### config.mk
export PLATFORM = sky130hd
export DESIGN_NAME = mtpq_ctrl
export DESIGN_NICKNAME = d
export VERILOG_FILES = /design/src/sv/mtpq_pkg.sv /design/src/sv/mtpq_ctrl.sv
export SDC_FILE = /design/constraint.sdc
export NUM_CORES = 1
export LEC_CHECK = 0
export BUFFER_PORTS_ARGS = -buffer_cell sky130_fd_sc_hd__buf_4
export CORE_AREA = 10 10 47 49
export CTS_CLUSTER_DIAMETER = 120
export CTS_CLUSTER_SIZE = 14
export DETAILED_ROUTE_END_ITERATION = 16
export DIE_AREA = 0 0 57 59
export SKIP_CTS_REPAIR_TIMING = 1
export SLEW_MARGIN = 5
export SYNTH_ARGS = -nofsm -noshare
export SYNTH_HDL_FRONTEND = slang
export SYNTH_SLANG_ARGS = --single-unit
### constraint.sdc
create_clock -name clk -period 1.5 [get_ports clk]
set_input_delay 0.075 -clock clk [delete_from_list [all_inputs] [get_ports clk]]
set_output_delay 0.075 -clock clk [all_outputs]
set_load 0.005 [all_outputs]
### src/sv/mtpq_pkg.sv
// mtpq_pkg: shared types, codes and sizes for the min-turn priority queue
// no dependencies; imported by every module of the block but mtpq_ram
`timescale 1ns / 1ps
`default_nettype none

package mtpq_pkg;

  // field widths fixed by the interface
  localparam int OP_W  = 2;
  localparam int SYM_W = 8;
  localparam int KEY_W = 31;
  localparam int OCC_W = 8;
  localparam int ST_W  = 2;

  // default number of queue slots
  localparam int QUEUE_DEPTH_DEF = 128;

  typedef logic [OP_W-1:0] opcode_t;
  typedef logic [ST_W-1:0] status_t;

  // operation codes
  localparam opcode_t OP_ENQUEUE = 2'd0;
  localparam opcode_t OP_DEQUEUE = 2'd1;
  localparam opcode_t OP_PEEK    = 2'd2;

  // result status codes
  localparam status_t ST_OK    = 2'd0;
  localparam status_t ST_EMPTY = 2'd1;
  localparam status_t ST_FULL  = 2'd2;

  // one stored entry
  typedef struct packed {
    logic [SYM_W-1:0] symbol;
    logic [KEY_W-1:0] turn;
    logic [KEY_W-1:0] seq;
  } entry_t;

  localparam int ENTRY_W = $bits(entry_t);

  // controller states
  typedef enum logic [2:0] {
    CS_IDLE,
    CS_DECODE,
    CS_SCAN,
    CS_SHIFT,
    CS_FINISH
  } ctrl_state_t;

  // controller to datapath commands
  typedef struct packed {
    logic    capture;
    logic    enq_write;
    logic    scan_start;
    logic    scan_step;
    logic    shift_start;
    logic    shift_step;
    logic    count_dec;
    logic    load_out;
    status_t out_status;
    logic    out_entry;
  } cmd_t;

  // datapath to controller status
  typedef struct packed {
    opcode_t op;
    logic    empty;
    logic    full;
    logic    scan_done;
    logic    shift_done;
    logic    out_busy;
  } stat_t;

endpackage

`default_nettype wire

### src/sv/mtpq_ctrl.sv
// mtpq_ctrl: controller state machine sequencing decode, scan, shift and result
// depends on mtpq_pkg
`timescale 1ns / 1ps
`default_nettype none

module mtpq_ctrl (
  input  wire logic            clk,
  input  wire logic            rst_n,
  input  wire logic            in_valid,
  output logic                 in_stall,
  input  wire mtpq_pkg::stat_t stat,
  output mtpq_pkg::cmd_t       cmd
);
  import mtpq_pkg::*;

  ctrl_state_t state_r, state_nxt;
  status_t     res_status_r, res_status_nxt;
  logic        res_entry_r, res_entry_nxt;

  // state and result kind registers
  always_ff @(posedge clk) begin
    if (!rst_n) begin
      state_r      <= CS_IDLE;
      res_status_r <= ST_OK;
      res_entry_r  <= 1'b0;
    end else begin
      state_r      <= state_nxt;
      res_status_r <= res_status_nxt;
      res_entry_r  <= res_entry_nxt;
    end
  end

  // next state and commands
  always_comb begin
    state_nxt      = state_r;
    res_status_nxt = res_status_r;
    res_entry_nxt  = res_entry_r;
    cmd            = '0;
    cmd.out_status = res_status_r;
    cmd.out_entry  = res_entry_r;
    in_stall       = (state_r != CS_IDLE);
    unique case (state_r)
      CS_IDLE: begin
        if (in_valid) begin
          cmd.capture = 1'b1;
          state_nxt   = CS_DECODE;
        end
      end
      CS_DECODE: begin
        res_status_nxt = ST_OK;
        res_entry_nxt  = 1'b0;
        state_nxt      = CS_FINISH;
        case (stat.op) inside
          OP_ENQUEUE: begin
            if (stat.full) begin
              res_status_nxt = ST_FULL;
            end else begin
              cmd.enq_write = 1'b1;
            end
          end
          OP_DEQUEUE, OP_PEEK: begin
            if (stat.empty) begin
              res_status_nxt = ST_EMPTY;
            end else begin
              cmd.scan_start = 1'b1;
              res_entry_nxt  = 1'b1;
              state_nxt      = CS_SCAN;
            end
          end
          default: begin
            // unused opcode: plain ok result, nothing changes
            res_status_nxt = ST_OK;
          end
        endcase
      end
      CS_SCAN: begin
        cmd.scan_step = 1'b1;
        if (stat.scan_done) begin
          if (stat.op == OP_DEQUEUE) begin
            cmd.shift_start = 1'b1;
            state_nxt       = CS_SHIFT;
          end else begin
            state_nxt = CS_FINISH;
          end
        end
      end
      CS_SHIFT: begin
        cmd.shift_step = 1'b1;
        if (stat.shift_done) begin
          cmd.count_dec = 1'b1;
          state_nxt     = CS_FINISH;
        end
      end
      CS_FINISH: begin
        if (!stat.out_busy) begin
          cmd.load_out = 1'b1;
          state_nxt    = CS_IDLE;
        end
      end
      default: begin
        state_nxt = CS_IDLE;
      end
    endcase
  end

endmodule

`default_nettype wire

### After elaboration in Yosys (flattened, before gate mapping)

Cells that the tools add are included.

| word-level totals | value |
|---|---|
| register bits | 6 |
| bits of input ports | 10 |
| output and inout port bits | 12 |
| word-level logic and storage cells | 46 |

| operators by class | value |
|---|---|
| equality and inequality tests | 10 |
| muxes and demuxes | 28 |
| reductions and logical operators | 5 |

Operator list:

| cell | count |
|---|---|
| 3-bit 2-to-1 mux | 8 |
| 3-bit one-hot mux with 5 select lines | 1 |
| 1-bit 2-to-1 mux | 14 |
| 2-bit 2-to-1 mux | 5 |
| 2-bit != test, second input constant | 4 |
| 3-bit by 2-bit equality test with 1-bit output, second input constant | 2 |
| 4-bit AND reduction | 1 |
| 3-bit by 1-bit equality test with 1-bit output, second input constant | 1 |
| 3-bit equality test, second input constant | 1 |
| 3-bit zero test | 1 |
| 3-bit nonzero test | 1 |
| 2-bit by 1-bit equality test with 1-bit output, second input constant | 1 |
| 2-bit equality test, second input constant | 1 |
| 2-bit zero test | 1 |
| 2-bit OR reduction | 1 |

### Longest topological paths before layout

Gate-level depths: netlist (run 1).

| depth | value |
|---|---|
| depth after elaboration | 5 |
| mapped depth | 6 |
| mapped depth without buffers | 6 |

### Worst setup path before layout (run 1)

Ideal clock, no wire load.

| timing | value |
|---|---|
| path type | flip-flop to flip-flop |
| start point | register state_r[2] |
| end point | register state_r[1] |
| library setup time | 0.058 ns |
| data arrival time | 1.228 ns |
| data required time | 1.442 ns |
| path slack | 0.214 ns |
| cell stages (with the launch flop) | 6 |
| buffers on the path | 1 |
| clock period less this slack | 1.286 ns |
| cells stage by stage | dfxtp_1 > buf_6 > or3b_4 > or2_4 > inv_2 > o21a_1 |

| on the way | value |
|---|---|
| longest elaborated chain between the ends | 3 |
| elaborated cells on any way between the ends | 11 |
| classes of those cells | eq/ne (8); mux (1); reduce/logical (2) |

RTL lines:

| element | line | RTL |
|---|---|---|
| from (decl) | mtpq_ctrl.sv:16 | `ctrl_state_t state_r, state_nxt;` |
| from (signal assigned) | mtpq_ctrl.sv:27 | `state_r <= state_nxt;` |
| 3-bit by 2-bit equality test with 1-bit output (tied with other cells) | mtpq_ctrl.sv:42 | `unique case (state_r)` |
| 2-bit != test (no line) | - |  |
| 4-bit AND reduction (no line) | - |  |

Parallel ways exist; a longest one is shown, timed or not.
A chain may end at the register's enable or synchronous reset.

==> results of run 1 <==
==> layout make-up <==
| cell class | instances | area, um2 | share of cell area, % |
|---|---|---|---|
| Multi-Input combinational cell | 39 | 264 | 41.5 |
| Timing Repair Buffer | 24 | 184 | 28.9 |
| Sequential cell | 6 | 126 | 19.9 |
| Clock buffer | 3 | 22.5 | 3.54 |
| Tap cell | 16 | 20.0 | 3.15 |
| Inverter | 5 | 18.8 | 2.95 |
==> registers in the layout, indices dropped and copies added (netlist names) <==
signal	count
res_entry_r	1
state_r	3
res_status_r	2
==> cell families (layout without fill, tap and decap cells) <==
family	Yosys count	in the layout
flip-flops	6	6
buffers and inverters	8	32
AND/OR/NAND/NOR	27	27
multiplexers	1	1
AO/OA/AOI/OAI	9	9
adder cells (fa/ha/maj)	2	2
==> synth_stat cells (2+ instances only) <==
cell,number,share of area (%)
nor3b_1,3,5.2
buf_4,2,3.5
nand2b_1,2,2.9
nor2_1,5,4.4
nand2_1,6,5.2
a21oi_1,3,3.5
ha_1,2,5.8
inv_1,4,3.5
nand3_1,2,2.3
dfxtp_1,6,28
==> report_power, final <==
| part | switching [mW] | leakage (nW) | total, mW | internal, mW |
|---|---|---|---|---|
| combinational | 0.0472 | 0.239 | 0.109 | 0.0622 |
| sequential | 0.00642 | 0.0503 | 0.172 | 0.166 |
| clock | 0.0561 | 0.0138 | 0.146 | 0.0904 |
==> worst max path at each step <==
stage                          start    endpoint  cells after the start  slack (ns)
after global placement       stat[6]      cmd[8]                      7        0.11
final                     state_r[1]      cmd[8]                      4        0.02
after global routing      state_r[1]      cmd[8]                      4       -0.02
after detailed placement     stat[6]      cmd[8]                      7        0.09
after floorplan           state_r[2]  state_r[1]                      5        0.21
after CTS                 state_r[2]      cmd[8]                      4       -0.07
==> layer usage <==
| metal | global-route usage (%) | wire length [um] |
|---|---|---|
| met1 | 7.47 | 495 |
| met2 | 11.0 | 589 |
| met3 | 1.72 | 53 |
| met4 | 6.04 | 0 |
| met5 | 0 | 0 |
==> critical path, stage by stage, from the launching register on <==
cell and delay, ns:
dfxtp_4 0.36, or3b_4 0.42, or2_4 0.25, inv_2 0.06
buf_6 0.09
==> through the flow <==
stage | power (mW) | cell area [um2]
global route | 0.457 | 636
global placement | 0.281 | 588
detailed placement | 0.282 | 588
floorplan | 0.236 | 429
CTS | 0.431 | 611
finish | 0.428 | 636
==> results.json, run 1 <==
{
  "outcome": "complete, no violations",
  "dpl.cell_count": 88,
  "min_path_cells": 2,
  "grt_antenna_before_repair": 0,
  "n_antenna_cell": 0,
  "maxCapViolations": 0,
  "worstMarginPinSlew_ns": 0.379,
  "hold_path.class": "primary input to flop",
  "min_period_ns": 1.48,
  "finalCritPeriodShare_pct": 98.6,
  "viasPerCell": 4.83,
  "drt_iter0_drc": 8,
  "async_reset_ff_share_pct": 0,
  "synthSimpleGateAreaFrac_pct": 36.2,
  "maxSlewViolCount": 0,
  "min_from": "rst_n",
  "min_to": "state_r[1]",
  "drive_above_1_share_pct": 45.5,
  "cp_max_fo": 7,
  "boundaryPins": 22,
  "die-area_um2": 3360,
  "syn-mean-instance-area_um2": 8.10,
  "timing.final.ws_setup_ns": 0.0206,
  "peakVddDrop_v": 0.000299,
  "seq_area_frac_synth_pct": 28.0,
  "first_pass_iters": 4,
  "synth-seq-cells": 6,
  "root_buffer": "clkbuf_4",
  "io_buffers": 21,
  "muxShareOfSynthArea_pct": 2.33,
  "n_fill_cell": 153,
  "rsz0062_at_grt": "true",
  "relSlewSlack_pct": 74.7,
  "reg2reg_to": "res_entry_r",
  "drtAntennaViolNets": 0,
  "yosys_warnings": 0,
  "wl_per_cell_um": 12.2,
  "core_um2": 1400,
  "areaGrowthSynthToFinish_pct": 48.1,
  "cts_buffer_depth": 2,
  "h-tree-depth": 1,
  "synth_compound_area_share_pct": 17.2,
  "syn_inst": 53,
  "cp-end-kind": "output port",
  "grt_max_degree": 11,
  "syn-num-nets": 65,
  "tns_ns": 0,
  "drcViolationCount": 0,
  "fp.dieH_um": 59,
  "reg2reg_depth": 4,
  "fmax_ghz": 0.676,
  "synth_xor_area_share_pct": 0,
  "power.leakage_nw": 0.303,
  "synth_edf_count": 0,
  "wl_um": 1140,
  "syn_area_um2": 429,
  "power_density_nw_per_um2": 673,
  "dr_total_vias": 449,
  "layout_common_cells": "buf_4 (23), nand2_1 (6), nor2_1 (5)",
  "grtUsageTotal_pct": 6.91,
  "grt_pass1_vias": 436,
  "gp_congestion": 0.674,
  "cts_buffers": 3,
  "final_core_util_pct": 45.4,
  "overflow": 0,
  "finalSetupViolations": 0,
  "fin_nets": 91,
  "die_width_um": 57,
  "grt_pass1_wl_um": 1890,
  "clock_latency_ns": 0.24,
  "required_ns": 1.42,
  "final_hold_viol_count": 0,
  "worstPathArrival_ns": 1.40,
  "synth_fa_ha_area_share_pct": 5.83,
  "cts.sinks": 6,
  "synth_top_family_by_area": "simple AND/OR/NAND/NOR gates",
  "startpoint_type": "flop",
  "place_ws_ns": 0.0894,
  "fin_hold_ws_ns": 0.0635,
  "cts_tree": "built",
  "final_cells": 93,
  "worst_r2r_startpoint": "state_r[1]",
  "path_class": "flop to output port",
  "fin_skew_ns": 0.000279,
  "start_util_pct": 30.6,
  "hpwl_um": 973,
  "synth_top_flop_cell": "dfxtp_1",
  "num_rows": 14,
  "cts.clk_slew.worst_paths_ns": 0.04,
  "mostFrequentLayoutCell": "buf_4",
  "synth_cell_types": 28,
  "rrSetupSlack_ns": 0.19
}
(Power assumes the default switching activity.)
==> inputs of run 2 (changes only) <==
--- a/config.mk
+++ b/config.mk
@@ -11,6 +11,7 @@
 export CTS_CLUSTER_SIZE = 14
 export DETAILED_ROUTE_END_ITERATION = 16
 export DIE_AREA = 0 0 57 59
+export REMOVE_ABC_BUFFERS = 1
 export SKIP_CTS_REPAIR_TIMING = 1
 export SLEW_MARGIN = 5
 export SYNTH_ARGS = -nofsm -noshare
==> results.json, run 2 (synthesis results as in run 1) <==
{
  "outcome": "complete, no violations",
  "hold_path.class": "primary input to flop",
  "drtAntennaViolNets": 0,
  "clock_latency_ns": 0.24,
  "io_buffers": 21,
  "n_antenna_cell": 0,
  "peakVddDrop_v": 0.000367,
  "cts_buffers": 3,
  "drcViolationCount": 0,
  "power_density_nw_per_um2": 672,
  "boundaryPins": 22,
  "reg_top3": "state_r x3, res_status_r x2, res_entry_r x1",
  "maxCapViolations": 0,
  "regMostFlops": "state_r",
  "start_util_pct": 30.6,
  "grt_antenna_before_repair": 0,
  "worstMarginPinSlew_ns": 0.362,
  "hpwl_um": 939,
  "largest_register_ffs": 3,
  "met3_usage_pct": 2.79,
  "worstPathArrival_ns": 1.38,
  "startpoint_type": "flop",
  "layout_common_cells": "buf_4 (26), nand2_1 (6), inv_1 (4), nor2_1 (4), dfxtp_1 (4)",
  "drive_above_1_share_pct": 48.1,
  "core_um2": 1400,
  "gp_congestion": 0.729,
  "overflow": 0,
  "power.leakage_nw": 0.313,
  "first_pass_iters": 2,
  "dpl.cell_count": 89,
  "cts.sinks": 6,
  "root_buffer": "clkbuf_4",
  "h-tree-depth": 1,
  "rsz0062_at_grt": "false",
  "cp-end-kind": "output port",
  "grt_use_met1_pct": 6.67,
  "mostFrequentLayoutCell": "buf_4",
  "grt_max_degree": 11,
  "die_width_um": 57,
  "cts_tree": "built",
  "finalCritPeriodShare_pct": 97.3,
  "use_met2_pct": 10.9,
  "fin_nets": 93,
  "final_cells": 95,
  "cts_buffer_depth": 2,
  "fmax_ghz": 0.685,
  "final_core_util_pct": 47.0,
  "path_class": "flop to output port",
  "tns_ns": 0,
  "viasPerCell": 4.66,
  "drt_iter0_drc": 10,
  "relSlewSlack_pct": 75.8,
  "dr_total_vias": 443,
  "fp.dieH_um": 59,
  "min_period_ns": 1.46,
  "areaGrowthSynthToFinish_pct": 53.4,
  "cts.clk_slew.worst_paths_ns": 0.05,
  "top_usage_layer": "met2",
  "finalSetupViolations": 0,
  "grt_pass1_vias": 447,
  "num_rows": 14,
  "die-area_um2": 3360,
  "cp_max_fo": 4,
  "maxSlewViolCount": 0,
  "wl_um": 1150,
  "fin_skew_ns": 0.00133,
  "required_ns": 1.42,
  "wl_per_cell_um": 12.1,
  "grt_pass1_wl_um": 1790,
  "grtUsageTotal_pct": 6.66,
  "final_hold_viol_count": 0
}
run 2: routing by layer:
layer | vias up | wire length (um)
met4 | 0 | 11
met2 | 11 | 546
met1 | 194 | 526
li1 | 236 | -
met3 | 2 | 64
met5 | - | 0
run 2: through the flow:
step	cell area, um2	setup WS (ns)	hold slack, ns	power [mW]
after global placement	596	0.112	0.308	0.283
after floorplan	403	0.139	0.181	0.229
after CTS	618	-0.0379	0.0458	0.437
after global routing	658	0.000844	0.0619	0.465
final	658	0.0411	0.0556	0.442
after detailed placement	596	0.0863	0.299	0.284
run 2: area by class of cell:
class                   count  area [um2]
flip-flops and latches      6         125
repair buffers             26         195
clock buffers               3        22.5
fillers                   150         743
multi-input cells          39         277
inverters                   5        18.8
well taps                  16        20.0
run 2: worst max-delay path, cell delays in order, from the launching register on:
cell and delay (ns):
dfxtp_4 0.33, or3b_4 0.41, or2_4 0.25, inv_2 0.05
buf_4 0.10
run 2: worst paths after layout:
path | from | endpoint | slack, ns | cells after the start
min reg2reg | res_status_r[1] | res_status_r[1] | 0.45 | 2
max | state_r[1] | cmd[8] | 0.04 | 4
min | rst_n | state_r[1] | 0.06 | 2
max reg2reg | state_r[1] | res_entry_r | 0.22 | 4
run 2: report_power, final:
| part | internal [mW] | switching (mW) |
|---|---|---|
| registers | 0.165 | 0.00420 |
| logic | 0.0687 | 0.0524 |
| clock network | 0.0907 | 0.0610 |
==> inputs of run 3 (changes only) <==
--- a/config.mk
+++ b/config.mk
@@ -5,6 +5,7 @@
 export SDC_FILE = /design/constraint.sdc
 export NUM_CORES = 1
 export LEC_CHECK = 0
+export ABC_AREA = 1
 export BUFFER_PORTS_ARGS = -buffer_cell sky130_fd_sc_hd__buf_4
 export CORE_AREA = 10 10 47 49
 export CTS_CLUSTER_DIAMETER = 120
==> results.json, run 3 <==
{
  "h-tree-depth": 1,
  "fmax_ghz": 0.752,
  "worst_r2r_startpoint": "state_r[2]",
  "rrSetupSlack_ns": 0.37,
  "worstPathArrival_ns": 1.26,
  "reg2reg_to": "state_r[1]",
  "multi_input_area_um2": 245,
  "finalCritPeriodShare_pct": 88.7,
  "required_ns": 1.42,
  "io_buffers": 21,
  "drcViolationCount": 0,
  "die-area_um2": 3360,
  "root_buffer": "clkbuf_4",
  "peakVddDrop_v": 0.000638,
  "synth_top_flop_cell": "dfxtp_1",
  "areaGrowthSynthToFinish_pct": 45.3,
  "start_util_pct": 30.4,
  "dr_total_vias": 463,
  "reg2reg_depth": 7,
  "path_cells": "inv_2 > nand3_2 > inv_2 > nand2_2 > inv_1 > buf_4",
  "power_density_nw_per_um2": 806,
  "reg_top3": "state_r x3, res_status_r x2, res_entry_r x1",
  "final_hold_viol_count": 0,
  "hold_path.class": "primary input to flop",
  "power.leakage_nw": 0.332,
  "seq_area_frac_synth_pct": 28.2,
  "min_period_ns": 1.33,
  "num_rows": 14,
  "yosysMostFrequentCell": "nand2_1",
  "fin_nets": 101,
  "wl_um": 1080,
  "viasPerCell": 4.50,
  "grt_pass1_wl_um": 2040,
  "min_to": "state_r[2]",
  "finalSetupViolations": 0,
  "outcome": "complete, no violations",
  "worstMarginPinSlew_ns": 0.276,
  "overflow": 0,
  "grtUsageTotal_pct": 7.47,
  "synth_area_leader_cell": "dfxtp_1",
  "core_um2": 1400,
  "wl_per_cell_um": 10.5,
  "drt_iter0_drc": 0,
  "regArea_um2": 120,
  "startpoint_type": "flop",
  "cts_buffer_depth": 2,
  "cts_tree": "built",
  "cp_max_fo": 6,
  "ys_top_cells_by_area": "dfxtp_1 (28%), nand2_1 (11%), inv_1 (9.7%), nand3_2 (7.1%), a21oi_1 (5.9%)",
  "synth_top_area_share_pct": 28.2,
  "grt_max_degree": 8,
  "fp.dieH_um": 59,
  "cts.sinks": 6,
  "fin_skew_ns": 0.00409,
  "cts_buffers": 3,
  "layout_common_cells": "buf_4 (21), nand2_1 (12), inv_1 (11)",
  "n_fill_cell": 154,
  "cpPeakStageDelay_ns": 0.47,
  "relSlewSlack_pct": 81.6,
  "hpwl_um": 960,
  "die_width_um": 57,
  "drive_above_1_share_pct": 44.8,
  "cts.clk_slew.worst_paths_ns": 0.04,
  "gp_congestion": 0.755,
  "syn-mean-instance-area_um2": 6.65,
  "crit_slowest_cell": "dfxtp_1",
  "path_class": "flop to output port",
  "regMostFlops": "state_r",
  "first_pass_iters": 1,
  "syn_inst": 64,
  "synth_cell_types": 18,
  "async_reset_ff_share_pct": 0,
  "place_ws_ns": 0.377,
  "yosys_warnings": 0,
  "grt_pass1_vias": 482,
  "path_common_cell": "inv_2",
  "maxCapViolations": 0,
  "min_path_cells": 3,
  "synth_edf_count": 0,
  "clock_latency_ns": 0.24,
  "grt_antenna_before_repair": 0,
  "synth-seq-cells": 6,
  "tns_ns": 0,
  "drtAntennaViolNets": 0,
  "min_from": "stat[0]",
  "rsz0062_at_grt": "false",
  "mostFrequentLayoutCell": "buf_4",
  "boundaryPins": 22,
  "largest_register_ffs": 3,
  "synth_commonest_cells": "nand2_1 (12), inv_1 (11), dfxtp_1 (6), a21oi_1 (5)",
  "cp-end-kind": "output port",
  "n_antenna_cell": 0,
  "timing.final.ws_setup_ns": 0.170,
  "syn_area_um2": 425,
  "maxSlewViolCount": 0
}
## run 3: layout make-up
| class | count | area share (%) |
|---|---|---|
| timing repair buffer | 21 | 25.5 |
| inverter | 14 | 8.50 |
| multi-input combinational | 43 | 39.7 |
| clock buffer | 3 | 3.64 |
| tap | 16 | 3.24 |
| sequential | 6 | 19.4 |
## run 3: worst max-delay path by stage
stage          slack, ns         end       start  depth (start not counted)
2_1_floorplan       0.45  state_r[1]  state_r[0]                          7
3_3_place_gp        0.38  state_r[0]  state_r[2]                          6
3_5_place_dp        0.38  state_r[1]  state_r[2]                          7
4_1_cts             0.16      cmd[8]  state_r[2]                          6
5_1_grt             0.05      cmd[8]  state_r[2]                          6
6_report            0.17      cmd[8]  state_r[2]                          6
## run 3: power breakdown
group / internal [mW] / total (mW) / switching [mW] / leakage, nW
sequential: 0.173 / 0.194 / 0.0210 / 0.0488
combinational: 0.0753 / 0.159 / 0.0840 / 0.270
clock: 0.0902 / 0.144 / 0.0542 / 0.0138
total: 0.339 / 0.498 / 0.159 / 0.332
## run 3: kinds of logic (layout without fill, tap and decap cells)
logic type,Yosys count,count (layout),share of synthesized area (%)
AND/OR/NAND/NOR,33,33,41.5
adder cells (fa/ha/maj),2,2,5.88
buffers and inverters,15,38,14.1
AO/OA/AOI/OAI,8,8,10.3
flip-flops,6,6,28.2
## run 3: critical path, delay by kind of cell, from the launching register on
family	cells	cell delay [ns]
buf+inv	4	0.33
flops	1	0.47
simple gates	2	0.21
## run 3: metrics by stage
step	util [%]	cell area (um2)	power, mW	std cells	hold WS (ns)
final	44.1	618	0.498	103	0.128
after global routing	44.1	618	0.550	103	0.123
after CTS	44.1	618	0.509	103	0.123
after detailed placement	42.5	596	0.359	100	0.380
after global placement	42.5	596	0.356	100	0.379
after floorplan	-	418	0.288	63	0.180
## run 3: layer usage
layer | global-route usage [%] | wire length [um]
met5 | 0 | 0
met4 | 1.01 | 0
met3 | 5.36 | 128
met2 | 11.8 | 456
met1 | 8.17 | 497
